<file path="config.mk">
export PLATFORM = sky130hd
export DESIGN_NAME = scalar_kalman_estimator_flat
export DESIGN_NICKNAME = d
export VERILOG_FILES = /design/src/rtl/ske_pkg.sv /design/src/rtl/ske_channels.sv /design/src/rtl/scalar_kalman_estimator.sv /design/src/flat_wrapper.sv
export VERILOG_INCLUDE_DIRS = /design/src /design/src/rtl
export SDC_FILE = /design/constraint.sdc
export NUM_CORES = 2
export LEC_CHECK = 0
export BUFFER_PORTS_ARGS = -buffer_cell sky130_fd_sc_hd__clkbuf_2
export CORE_MARGIN = 5
export CORE_UTILIZATION = 40
export CTS_BUF_LIST = sky130_fd_sc_hd__clkbuf_8
export DETAILED_ROUTE_END_ITERATION = 16
export GPL_ROUTABILITY_DRIVEN = 0
export GPL_TIMING_DRIVEN = 1
export MAX_ROUTING_LAYER = met4
export PLACE_DENSITY = 0.61
export REMOVE_ABC_BUFFERS = 1
export SLEW_MARGIN = 20
export SYNTH_ARGS = -nofsm -noshare
export SYNTH_HDL_FRONTEND = slang
export SYNTH_SLANG_ARGS = --single-unit
</file>
<file path="constraint.sdc">
create_clock -name clk_i -period 28 [get_ports clk_i]
set_input_delay 5.6 -clock clk_i [delete_from_list [all_inputs] [get_ports clk_i]]
set_output_delay 5.6 -clock clk_i [all_outputs]
set_load 0.03 [all_outputs]
</file>
<file path="src/rtl/assert_macros.svh">
// Assertion macros used by the top level of the scalar estimator.
// Every macro samples on clk_i and is disabled while rst_ni is low.
`ifndef ASSERT_MACROS_SVH
`define ASSERT_MACROS_SVH

// Same-cycle implication.
`define ASSERT_IMPL(lbl, ante, cons, msg) \
  lbl: assert property (@(posedge clk_i) disable iff (!rst_ni) (ante) |-> (cons)) \
    else $error(msg);

// Next-cycle implication.
`define ASSERT_NEXT(lbl, ante, cons, msg) \
  lbl: assert property (@(posedge clk_i) disable iff (!rst_ni) (ante) |=> (cons)) \
    else $error(msg);

`endif

</file>
<file path="src/rtl/ske_pkg.sv">
// Package of the scalar estimator: field widths, register codes and payload types.
// Depends on nothing; used by the channel interfaces and the top level.
package ske_pkg;

  localparam int SampleW     = 32;
  localparam int GainInW     = 17;
  localparam int EstW        = 32;
  localparam int UncW        = 32;
  localparam int MeasErrW    = 32;
  localparam int ProcNoiseW  = 17;
  localparam int CfgIdxW     = 2;
  localparam int CfgDataW    = 32;
  localparam int FracBitsDef = 16;

  typedef logic signed [SampleW-1:0] sample_t;
  typedef logic [GainInW-1:0]        gain_in_t;
  typedef logic signed [EstW-1:0]    est_t;
  typedef logic [UncW-1:0]           unc_t;
  typedef logic [CfgIdxW-1:0]        cfg_idx_t;
  typedef logic [CfgDataW-1:0]       cfg_data_t;

  // Configuration register indexes.
  localparam cfg_idx_t RegMeasErr  = 2'd0;
  localparam cfg_idx_t RegProcNois = 2'd1;
  localparam cfg_idx_t RegInitErr  = 2'd2;
  localparam cfg_idx_t RegInitEst  = 2'd3;

endpackage

</file>
<file path="src/rtl/ske_channels.sv">
// Valid/ready channel interfaces of the scalar estimator: sample in, result out.
// Depends on ske_pkg for the payload types.
interface ske_in_if;
  logic               valid;
  logic               ready;
  ske_pkg::sample_t   sample;
  ske_pkg::gain_in_t  given_gain;

  modport source (output valid, output sample, output given_gain, input ready);
  modport sink   (input valid, input sample, input given_gain, output ready);
endinterface

interface ske_out_if;
  logic           valid;
  logic           ready;
  ske_pkg::est_t  estimate;
  ske_pkg::unc_t  uncertainty;

  modport source (output valid, output estimate, output uncertainty, input ready);
  modport sink   (input valid, input estimate, input uncertainty, output ready);
endinterface

</file>
<file path="src/rtl/scalar_kalman_estimator.sv">
// Scalar Kalman estimator top level: sequencer, shared divider step and shared multiplier.
// Depends on ske_pkg, the channel interfaces in ske_channels.sv and assert_macros.svh.
//
//  channel      dir  payload                          transfer when
//  in_chan_i    in   sample (s32), given_gain (u17)   valid && ready
//  out_chan_o   out  estimate (s32), uncertainty (u32) valid && ready
//  cfg          in   cfg_idx_i, cfg_wdata_i           cfg_we_i
//
// Sequence: an item with a nonzero given gain goes through three multiplier passes and one
// sum (S_MUL1, S_MUL2, S_MUL3, S_SUM) before its result shows, then the sequencer returns
// to idle for the next transfer. With a zero gain the restoring divider runs first, one
// quotient bit per cycle, for FRAC_BITS+1 quotient bits; a zero denominator skips the
// divider. Reset is asynchronous and active low; it loads the configuration
// defaults and the held estimate and uncertainty. Input ready is high only while the
// sequencer is idle. The result sits in an output register; while a stalled output still
// holds the previous result, the sequencer waits in its final state and the input stalls.
`include "assert_macros.svh"

module scalar_kalman_estimator #(
  parameter int FRAC_BITS = ske_pkg::FracBitsDef
) (
  input  logic                 clk_i,
  input  logic                 rst_ni,
  ske_in_if.sink               in_chan_i,
  ske_out_if.source            out_chan_o,
  input  logic                 cfg_we_i,
  input  ske_pkg::cfg_idx_t    cfg_idx_i,
  input  ske_pkg::cfg_data_t   cfg_wdata_i
);

  // Gains carry FRAC_BITS fraction bits and reach exactly 1.0, hence one more bit.
  localparam int GW   = FRAC_BITS + 1;
  localparam int CW   = (GW > ske_pkg::GainInW) ? GW : ske_pkg::GainInW;
  localparam int CntW = $clog2(GW + 1);
  // Product of an unsigned gain-wide operand and a 34-bit signed operand.
  localparam int PW   = GW + 35;
  localparam logic [GW-1:0] One = {1'b1, {FRAC_BITS{1'b0}}};
  localparam logic [ske_pkg::ProcNoiseW-1:0] PnReset =
    ske_pkg::ProcNoiseW'((655 << FRAC_BITS) >> 16);
  localparam logic [ske_pkg::UncW-1:0] UncOne = ske_pkg::UncW'(One);

  // Sequencer states.
  localparam logic [2:0] S_IDLE = 3'd0;
  localparam logic [2:0] S_DIV  = 3'd1;
  localparam logic [2:0] S_MUL1 = 3'd2;
  localparam logic [2:0] S_MUL2 = 3'd3;
  localparam logic [2:0] S_MUL3 = 3'd4;
  localparam logic [2:0] S_SUM  = 3'd5;

  logic [2:0] state_q, state_d;

  // Configuration and held filter state.
  logic [ske_pkg::MeasErrW-1:0]   meas_err_q;
  logic [ske_pkg::ProcNoiseW-1:0] pn_q;
  logic signed [31:0]             held_est_q;
  logic [31:0]                    held_unc_q;

  // Per-item working registers.
  logic signed [31:0]   sample_q;
  logic [GW-1:0]        gain_q, gain_d;
  logic [32:0]          den_q, den_d;
  logic [33:0]          rem_q, rem_d;
  logic                 nbit_q, nbit_d;
  logic [CntW-1:0]      cnt_q, cnt_d;
  logic signed [PW-1:0] prod_q;
  logic signed [31:0]   next_est_q, next_est_d;
  logic [32:0]          change_q, change_d;
  logic [31:0]          term_q;

  logic                 out_valid_q;
  logic signed [31:0]   out_est_q;
  logic [31:0]          out_unc_q;

  logic in_xfer, out_free, finish;

  assign in_chan_i.ready = (state_q == S_IDLE);
  assign in_xfer  = in_chan_i.valid && in_chan_i.ready;
  assign out_free = !out_valid_q || out_chan_o.ready;
  assign finish   = (state_q == S_SUM) && out_free;

  assign out_chan_o.valid       = out_valid_q;
  assign out_chan_o.estimate    = out_est_q;
  assign out_chan_o.uncertainty = out_unc_q;

  // Supplied gain: zero asks for a computed gain, anything above 1.0 counts as 1.0.
  logic [CW-1:0] given_ext, pn_ext;
  logic [GW-1:0] given_cl, q_cl;
  logic          given_zero;
  logic [32:0]   den_new;

  assign given_ext  = CW'(in_chan_i.given_gain);
  assign given_zero = (given_ext == '0);
  assign given_cl   = (given_ext > CW'(One)) ? One : given_ext[GW-1:0];
  assign pn_ext     = CW'(pn_q);
  assign q_cl       = (pn_ext > CW'(One)) ? One : pn_ext[GW-1:0];
  assign den_new    = {1'b0, held_unc_q} + {1'b0, meas_err_q};

  // One restoring divider step: shift in the next numerator bit, compare, subtract.
  logic [33:0] trial;
  logic        trial_ge;

  assign trial    = {rem_q[32:0], nbit_q};
  assign trial_ge = (trial >= {1'b0, den_q});

  // Shared multiplier; its operands are chosen by the sequencer state.
  logic [GW-1:0]        mul_a;
  logic signed [33:0]   mul_b;
  logic signed [PW-1:0] mul_p;

  always_comb begin
    mul_a = gain_q;
    mul_b = {sample_q[31], sample_q[31], sample_q} -
            {held_est_q[31], held_est_q[31], held_est_q};
    case (state_q)
      S_MUL2: begin
        mul_a = One - gain_q;
        mul_b = {2'b00, held_unc_q};
      end
      S_MUL3: begin
        mul_a = q_cl;
        mul_b = {1'b0, change_q};
      end
      default: begin
      end
    endcase
  end

  assign mul_p = $signed({1'b0, mul_a}) * mul_b;

  // Estimate update from the gain times innovation product. The arithmetic shift
  // rounds toward minus infinity, then the sum is clamped to 32 bits.
  logic signed [PW-1:0] delta, est_sum;
  logic signed [33:0]   est_diff;

  assign delta    = prod_q >>> FRAC_BITS;
  assign est_sum  = PW'(held_est_q) + delta;
  assign est_diff = {next_est_d[31], next_est_d[31], next_est_d} -
                    {held_est_q[31], held_est_q[31], held_est_q};

  always_comb begin
    if (est_sum > PW'(32'sh7FFF_FFFF)) begin
      next_est_d = 32'sh7FFF_FFFF;
    end else if (est_sum < -PW'(33'sh0_8000_0000)) begin
      next_est_d = 32'sh8000_0000;
    end else begin
      next_est_d = est_sum[31:0];
    end
    change_d = est_diff[33] ? 33'(-est_diff) : est_diff[32:0];
  end

  // New uncertainty: (1 - gain) * P plus |change| * q, saturated.
  logic [32:0] noise_term;
  logic [33:0] unc_sum;
  logic [31:0] unc_new;

  assign noise_term = prod_q[FRAC_BITS +: 33];
  assign unc_sum    = {2'b00, term_q} + {1'b0, noise_term};
  assign unc_new    = (unc_sum > 34'h0_FFFF_FFFF) ? 32'hFFFF_FFFF : unc_sum[31:0];

  // Sequencer and divider control.
  always_comb begin
    state_d = state_q;
    gain_d  = gain_q;
    den_d   = den_q;
    rem_d   = rem_q;
    nbit_d  = nbit_q;
    cnt_d   = cnt_q;
    case (state_q)
      S_IDLE: begin
        if (in_xfer) begin
          if (given_zero) begin
            gain_d  = '0;
            den_d   = den_new;
            rem_d   = {3'b000, held_unc_q[31:1]};
            nbit_d  = held_unc_q[0];
            cnt_d   = '0;
            state_d = (den_new == '0) ? S_MUL1 : S_DIV;
          end else begin
            gain_d  = given_cl;
            state_d = S_MUL1;
          end
        end
      end
      S_DIV: begin
        rem_d  = trial_ge ? (trial - {1'b0, den_q}) : trial;
        gain_d = {gain_q[GW-2:0], trial_ge};
        nbit_d = 1'b0;
        cnt_d  = cnt_q + 1'b1;
        if (cnt_q == CntW'(GW - 1)) begin
          state_d = S_MUL1;
        end
      end
      S_MUL1: state_d = S_MUL2;
      S_MUL2: state_d = S_MUL3;
      S_MUL3: state_d = S_SUM;
      S_SUM: begin
        if (out_free) begin
          state_d = S_IDLE;
        end
      end
      default: state_d = S_IDLE;
    endcase
  end

  // Control, configuration and held state.
  always_ff @(posedge clk_i or negedge rst_ni) begin
    if (!rst_ni) begin
      state_q     <= S_IDLE;
      out_valid_q <= 1'b0;
      meas_err_q  <= UncOne;
      pn_q        <= PnReset;
      held_est_q  <= '0;
      held_unc_q  <= UncOne;
    end else begin
      state_q <= state_d;
      if (finish) begin
        out_valid_q <= 1'b1;
        held_est_q  <= next_est_q;
        held_unc_q  <= unc_new;
      end else if (out_chan_o.ready) begin
        out_valid_q <= 1'b0;
      end
      if (cfg_we_i) begin
        case (cfg_idx_i)
          ske_pkg::RegMeasErr:  meas_err_q <= cfg_wdata_i;
          ske_pkg::RegProcNois: pn_q       <= cfg_wdata_i[ske_pkg::ProcNoiseW-1:0];
          ske_pkg::RegInitErr:  held_unc_q <= cfg_wdata_i;
          ske_pkg::RegInitEst:  held_est_q <= cfg_wdata_i;
          default: begin
          end
        endcase
      end
    end
  end

  // Datapath registers.
  always_ff @(posedge clk_i) begin
    gain_q <= gain_d;
    den_q  <= den_d;
    rem_q  <= rem_d;
    nbit_q <= nbit_d;
    cnt_q  <= cnt_d;
    if (in_xfer) begin
      sample_q <= in_chan_i.sample;
    end
    if (state_q == S_MUL1 || state_q == S_MUL2 || state_q == S_MUL3) begin
      prod_q <= mul_p;
    end
    if (state_q == S_MUL2) begin
      next_est_q <= next_est_d;
      change_q   <= change_d;
    end
    if (state_q == S_MUL3) begin
      term_q <= prod_q[FRAC_BITS +: 32];
    end
    if (finish) begin
      out_est_q <= next_est_q;
      out_unc_q <= unc_new;
    end
  end

  // A transfer always starts work on the item.
  `ASSERT_NEXT(a_xfer_leaves_idle, in_xfer, state_q != S_IDLE, "accepted item did not start")
  // The gain used in the multiplies never exceeds one.
  `ASSERT_IMPL(a_gain_bounded, state_q == S_MUL1, gain_q <= One, "gain above one")
  // A freshly shown result equals the held estimate and uncertainty.
  `ASSERT_IMPL(a_result_held, $rose(out_valid_q),
               (out_est_q == held_est_q) && (out_unc_q == held_unc_q),
               "result differs from held state")

endmodule
</file>
<file path="src/flat_wrapper.sv">
// flat-port wrapper written by rule: the top's interface ports become plain ports
module scalar_kalman_estimator_flat 
#(
  parameter int FRAC_BITS = ske_pkg::FracBitsDef
)
  (clk_i, rst_ni, cfg_we_i, cfg_idx_i, cfg_wdata_i, in_chan_i_valid, in_chan_i_sample, in_chan_i_given_gain, in_chan_i_ready, out_chan_o_valid, out_chan_o_estimate, out_chan_o_uncertainty, out_chan_o_ready);
  ske_in_if in_chan_i_i ();
  ske_out_if out_chan_o_i ();
  input  logic clk_i;
  input  logic rst_ni;
  input  logic cfg_we_i;
  input  ske_pkg::cfg_idx_t cfg_idx_i;
  input  ske_pkg::cfg_data_t cfg_wdata_i;
  input wire logic [$bits(in_chan_i_i.valid)-1:0] in_chan_i_valid;
  input wire logic [$bits(in_chan_i_i.sample)-1:0] in_chan_i_sample;
  input wire logic [$bits(in_chan_i_i.given_gain)-1:0] in_chan_i_given_gain;
  output wire logic [$bits(in_chan_i_i.ready)-1:0] in_chan_i_ready;
  output wire logic [$bits(out_chan_o_i.valid)-1:0] out_chan_o_valid;
  output wire logic [$bits(out_chan_o_i.estimate)-1:0] out_chan_o_estimate;
  output wire logic [$bits(out_chan_o_i.uncertainty)-1:0] out_chan_o_uncertainty;
  input wire logic [$bits(out_chan_o_i.ready)-1:0] out_chan_o_ready;
  assign in_chan_i_i.valid = in_chan_i_valid;
  assign in_chan_i_i.sample = in_chan_i_sample;
  assign in_chan_i_i.given_gain = in_chan_i_given_gain;
  assign in_chan_i_ready = in_chan_i_i.ready;
  assign out_chan_o_valid = out_chan_o_i.valid;
  assign out_chan_o_estimate = out_chan_o_i.estimate;
  assign out_chan_o_uncertainty = out_chan_o_i.uncertainty;
  assign out_chan_o_i.ready = out_chan_o_ready;
  scalar_kalman_estimator #(.FRAC_BITS(FRAC_BITS)) u_core (.clk_i(clk_i), .rst_ni(rst_ni), .in_chan_i(in_chan_i_i), .out_chan_o(out_chan_o_i), .cfg_we_i(cfg_we_i), .cfg_idx_i(cfg_idx_i), .cfg_wdata_i(cfg_wdata_i));
endmodule
</file>
# == After elaboration in Yosys (flattened, before gate mapping) ==
# Index checks and enable logic that the tools add are counted.
# word_totals
register_bits,451
elab_cells,100
input_bits,88
output_inout_bits,66
# classes
n_mux,35
n_eq_ne,13
n_lt_le_gt_ge,6
n_mul,1
reduce_logical,18
add_sub_neg,9
# ops
cell,n
$mux W32,9
$mux W33,4
$mux W17,4
$pmux W17 S2,2
$pmux W34 S2,1
$pmux W33 S2,1
$sub A32 B32 Y33,2
$gt A52 B32 Y1 const B,1
$lt A52 B32 Y1 const B,1
$mul A18 B34 Y52,1
$add A32 B36 Y37,1
$add A32 B33 Y34,1
$ge A34 B33 Y1,1
$gt A17 B17 Y1 const B,2
$gt A34 B32 Y1 const B,1
$add A32 B32 Y33,1
$logic_not A33 Y1,1
$neg A33 Y33,1
$sub A33 B33 Y33,1
$pmux W3 S6,1
$logic_not A17 Y1,1
$sub A17 B17 Y17 const A,1
$mux W3,4
$mux W5,2
21 further kinds,37

# == Logic depth before layout (Yosys ltp) ==
# depth
ltp_word,7
mapped_depth,38
depth_no_buf,37

# == Least setup slack after synthesis ==
# OpenSTA, ideal clock, no wires.
# synth_timing
path_type,reg-to-reg
from,register u_core.state_q[2]
to,"register u_core.prod_q[50], data pin"
arrival_time_ns,9.487
period_less_slack_ns,9.745
path_buffers,2
path_stages_with_launch,30
setup_time_ns,0.258
t_required_ns,27.742
setup_slack_ns,18.255
path_cell_list,dfrtp_1 > nor2b_1 > nand2_1 > clkinv_1 > clkbuf_1 > clkbuf_1 > a221oi_1 > nor2_1 > fa_1 > inv_1 > fa_1 > fa_1 > inv_1 > fa_1 > fa_1 > inv_1 > fa_1 > inv_1 > ha_1 > nand4_1 > a21o_1 > o311ai_0 > o21bai_1 > a31oi_1 > o311ai_0 > a31oi_1 > o21ai_0 > a41o_1 > a21oi_1 > xnor2_1
# synth_via
elab_chain_cells,3
word_cells_on_any_way,5
cone_classes,mul: 1; eq/ne: 2; mux: 2
# synth_rtl
element,line,rtl
"start, declared",scalar_kalman_estimator.sv:50,"logic [2:0] state_q, state_d;"
"start signal, assigned",scalar_kalman_estimator.sv:215,state_q <= state_d;
$eq A3 B3 Y1 / $eq A3 B2 Y1 (equally long branches),scalar_kalman_estimator.sv:114,case (state_q)
$pmux W17 S2 / $pmux W34 S2 (equally long branches),scalar_kalman_estimator.sv:114,
$mul A18 B34 Y52 *,scalar_kalman_estimator.sv:128,"assign mul_p = $signed({1'b0, mul_a}) * mul_b;"
named net u_core.mul_p[50],scalar_kalman_estimator.sv:108,logic signed [PW-1:0] mul_p;
"end signal, assigned",scalar_kalman_estimator.sv:247,prod_q <= mul_p;
"end, declared",scalar_kalman_estimator.sv:65,logic signed [PW-1:0] prod_q;
# Mark *: on every way through the listed nets, which the timed path passes. The rest lies on a longest branch.
# A chain may end at the register's enable or synchronous reset.

# == Final worst setup path ==
# layout_timing
from,register u_core.gain_q[2]
to,"register u_core.prod_q[50], data pin"
# layout_via
elab_chain_cells,3
# layout_rtl
element,line,rtl
"start, declared",scalar_kalman_estimator.sv:60,"logic [GW-1:0] gain_q, gain_d;"
"start signal, assigned",scalar_kalman_estimator.sv:238,gain_q <= gain_d;
$sub A17 B17 Y17,scalar_kalman_estimator.sv:116,mul_a = One - gain_q;
$pmux W17 S2 *,scalar_kalman_estimator.sv:114,
$mul A18 B34 Y52 *,scalar_kalman_estimator.sv:128,
named net u_core.mul_p[50],scalar_kalman_estimator.sv:108,
# Marks and branches as above.

==> impl_metrics.py <==
metrics = {
    "status": {
        "status": "finished clean",
    },
    "setup_path": {
        "critPathLaunch": "u_core.gain_q[2]",
        "crit_top_cell": "or3_1",
        "crit_path_end": "u_core.prod_q[50]",
        "start_kind": "flop",
        "crit_required_ns": 28.45,
        "cp-end-kind": "flop",
        "r2r_end": "u_core.prod_q[50]",
        "crit_type": "flop to flop",
        "crit_arrival_ns": 11.41,
        "reg2reg_depth": 32,
        "worstPathMaxFanout": 33,
        "worstReg2RegStart": "u_core.gain_q[2]",
        "r2r_slack_ns": 17.04,
        "crit_path_top_delay_cell": "o311ai_0",
        "cpPeakStageDelay_ns": 0.79,
    },
    "sta": {
        "maxSlewViolCount": 0,
        "worst_pin_slew_ns": 1.14,
        "whs_ns": 0.454,
        "layout_min_cycle_time_ns": 10.96,
        "timing.final.crit_share_pct": 39.1,
        "maxSlewHeadroom_pct": 23.2,
        "setup_viol": 0,
        "tns_ns": 0,
        "hold_viol": 0,
        "rsz0062_at_grt": "false",
        "finClkSkew_ns": 0.0595,
        "max_clock_freq_mhz": 91.2,
    },
    "clock_network": {
        "cts-root-buf": "clkbuf_8",
        "cts_tree": "yes",
        "post_cts_buffers": 0,
        "cts_resized": 0,
        "insertion_delay_ns": 0.75,
        "htreeDepth": 3,
        "clock_path_buffers": 3,
        "cts_buffers": 85,
        "cts_hold_buf": 0,
        "clk_pin_slew_worst_paths_ns": 0.06,
        "cts_sinks": 435,
    },
    "final_layout": {
        "post_layout_nonfiller_instances": 6843,
        "mostFrequentLayoutCell": "inv_1",
        "drive_above_1_share_pct": 9.26,
        "layout_common_cells": "806 x inv_1, 564 x nand2_1, 555 x fa_1",
        "final_area_um2": 52100,
        "syn2layout_area_growth_pct": 9.23,
        "seq_area_um2": 12500,
        "final_net_count": 6194,
        "multi_input_area_um2": 31600,
        "fillers": 11400,
    },
    "route": {
        "route.vias.total": 38500,
        "vias_per_cell": 5.62,
        "antenna_left": 0,
        "first_iter_violations": 3181,
        "wl_um": 152000,
        "drc_errors": 0,
        "post_drt_wl_per_cell_um": 22.2,
        "dr.pass1.iters": 6,
    },
    "placement": {
        "dp.cells": 6680,
        "hpwlAfterDp_um": 119000,
        "placed_area_um2": 50200,
        "io_buffers": 153,
    },
    "logic_synthesis": {
        "synth_top_area_share_pct": 23.3,
        "ys_seq_elements": 435,
        "syn-mean-instance-area_um2": 9.30,
        "synth_area_leaders": "fa_1 23%, edfxtp_1 20%, ha_1 8.4%, inv_1 6.2%, dfrtp_1 5.7%",
        "synthDistinctLibCells": 82,
        "synth_flop_cell": "edfxtp_1",
        "syn_area_um2": 47700,
        "yosysSeqAreaShare_pct": 26.2,
        "async_reset_ff_share_pct": 26.9,
        "yosysWarnings": 0,
        "synth_edf_count": 318,
        "syn_inst": 5125,
        "synth_top_area_cell": "fa_1",
    },
    "die": {
        "die-area_um2": 126000,
        "rows": 126,
        "start_util_pct": 40.3,
        "io_pins": 154,
        "die_h_um": 355,
        "die_w_um": 355,
        "core_area_um2": 118000,
    },
    "grt": {
        "grt_pass1_wl_um": 231000,
        "grt_max_degree": 87,
        "antenna_found_initial": 9,
        "grt_usage_pct": 24.5,
        "grt_overflow_total": 0,
        "grt_pass1_vias": 38800,
    },
    "hold_path": {
        "hold_path_class": "flop to flop",
    },
    "flow_run": {
        "cap_violations": 0,
    },
}
## state kept, by name, summed over array words and instances (netlist names)
signal                         cells
u_core.sample_q                   32
u_core.change_q                   33
u_core.nbit_q                      1
u_core.rem_q                      33
u_core.pn_ext                     17
u_core.held_unc_q                 32
u_core.out_chan_o.valid            1
u_core.meas_err_q                 32
u_core.state_q                     3
u_core.next_est_q                 32
u_core.gain_q                     17
u_core.prod_q                     36
u_core.out_chan_o.estimate        32
u_core.out_chan_o.uncertainty     32
u_core.cnt_q                       5
u_core.den_q                      33
u_core.term_q                     32
u_core.held_est_q                 32
## layout make-up
type                    count  share of cell area [%]
well taps                1536                    3.69
flip-flops and latches    435                    24.0
inverters                 785                    5.67
repair buffers            216                    2.38
clock inverters            60                   0.901
diodes                      5                  0.0240
clock buffers              98                    2.59
multi-input cells        3708                    60.8
## cell usage after synthesis (all sizes together), types with 8 or more instances
| master | instances |
|---|---|
| nand4 | 28 |
| xor2 | 72 |
| nor3b | 11 |
| dfstp | 8 |
| and4 | 11 |
| a21oi | 280 |
| fa | 555 |
| a22o | 19 |
| buf | 14 |
| a221oi | 17 |
| edfxtp | 318 |
| and3 | 33 |
| o21ai | 304 |
| or2 | 31 |
| nand3 | 59 |
| o211ai | 36 |
| o21a | 73 |
| o22ai | 9 |
| or3 | 26 |
| o21bai | 16 |
| clkbuf | 183 |
| nand2 | 566 |
| xnor2 | 148 |
| a21o | 137 |
| nand2b | 44 |
| a211oi | 24 |
| dfrtp | 109 |
| nor3 | 79 |
| a221o | 20 |
| and2 | 38 |
| inv | 784 |
| a31o | 9 |
| nor2b | 58 |
| a21boi | 14 |
| a31oi | 37 |
| nor2 | 388 |
| nor4 | 21 |
| mux2 | 51 |
| mux2i | 41 |
| or4 | 8 |
| o31ai | 21 |
| ha | 320 |
| o31a | 11 |
## per-stage QoR
| stage | worst slack (ns) | util [%] |
|---|---|---|
| floorplan | 15.57 | - |
| global placement | 17.28 | 42.5 |
| detailed placement | 17.18 | 42.5 |
| CTS | 17.15 | 44.0 |
| global route | 16.54 | 44.0 |
| finish | 17.04 | 44.0 |
## layer usage
metal | part of all wire, % | GRT usage [%] | wire length [um]
met1 | 41 | 31.7 | 62700
met2 | 46 | 39.0 | 70100
met3 | 7.9 | 4.09 | 12000
met4 | 4.4 | 8.88 | 6700
met5 | 0 | - | 0
## worst min path at each step
stage	start	cells after the start	to	slack, ns
after CTS	u_core.next_est_q[16]	0	u_core.out_chan_o.estimate[16]	0.45
final	u_core.next_est_q[16]	0	u_core.out_chan_o.estimate[16]	0.45
after global routing	u_core.next_est_q[16]	0	u_core.out_chan_o.estimate[16]	0.46
after global placement	u_core.next_est_q[16]	0	u_core.out_chan_o.estimate[16]	0.43
after detailed placement	u_core.next_est_q[16]	0	u_core.out_chan_o.estimate[16]	0.44
after floorplan	u_core.next_est_q[0]	0	u_core.out_chan_o.estimate[0]	0.43
## logic make-up (layout without fill, tap and decap cells)
logic type,Yosys count,after routing,share of synthesized area (%)
AOI/OAI and AO/OA,1102,1102,14.7
adders and majority gates,875,875,31.7
DFF,435,435,26.2
buffers and inverters,982,1159,7.74
xor gates and xnor gates,220,220,4.04
other,0,5,0
muxes,92,92,2.07
and+or+nand+nor,1419,1419,13.5
## worst max-delay path, delay by kind of cell (launching register included)
kind,cells,cell delay [ns]
compound gates,11,4.02
fa+ha+maj,7,3.27
simple gates,8,2.53
flops,1,0.45
buf+inv,5,0.25
xor+xnor,1,0.13
Power is left out: the tool's default activity adds up to more than one toggle a clock period on the data nets, which glitch-free logic cannot reach.
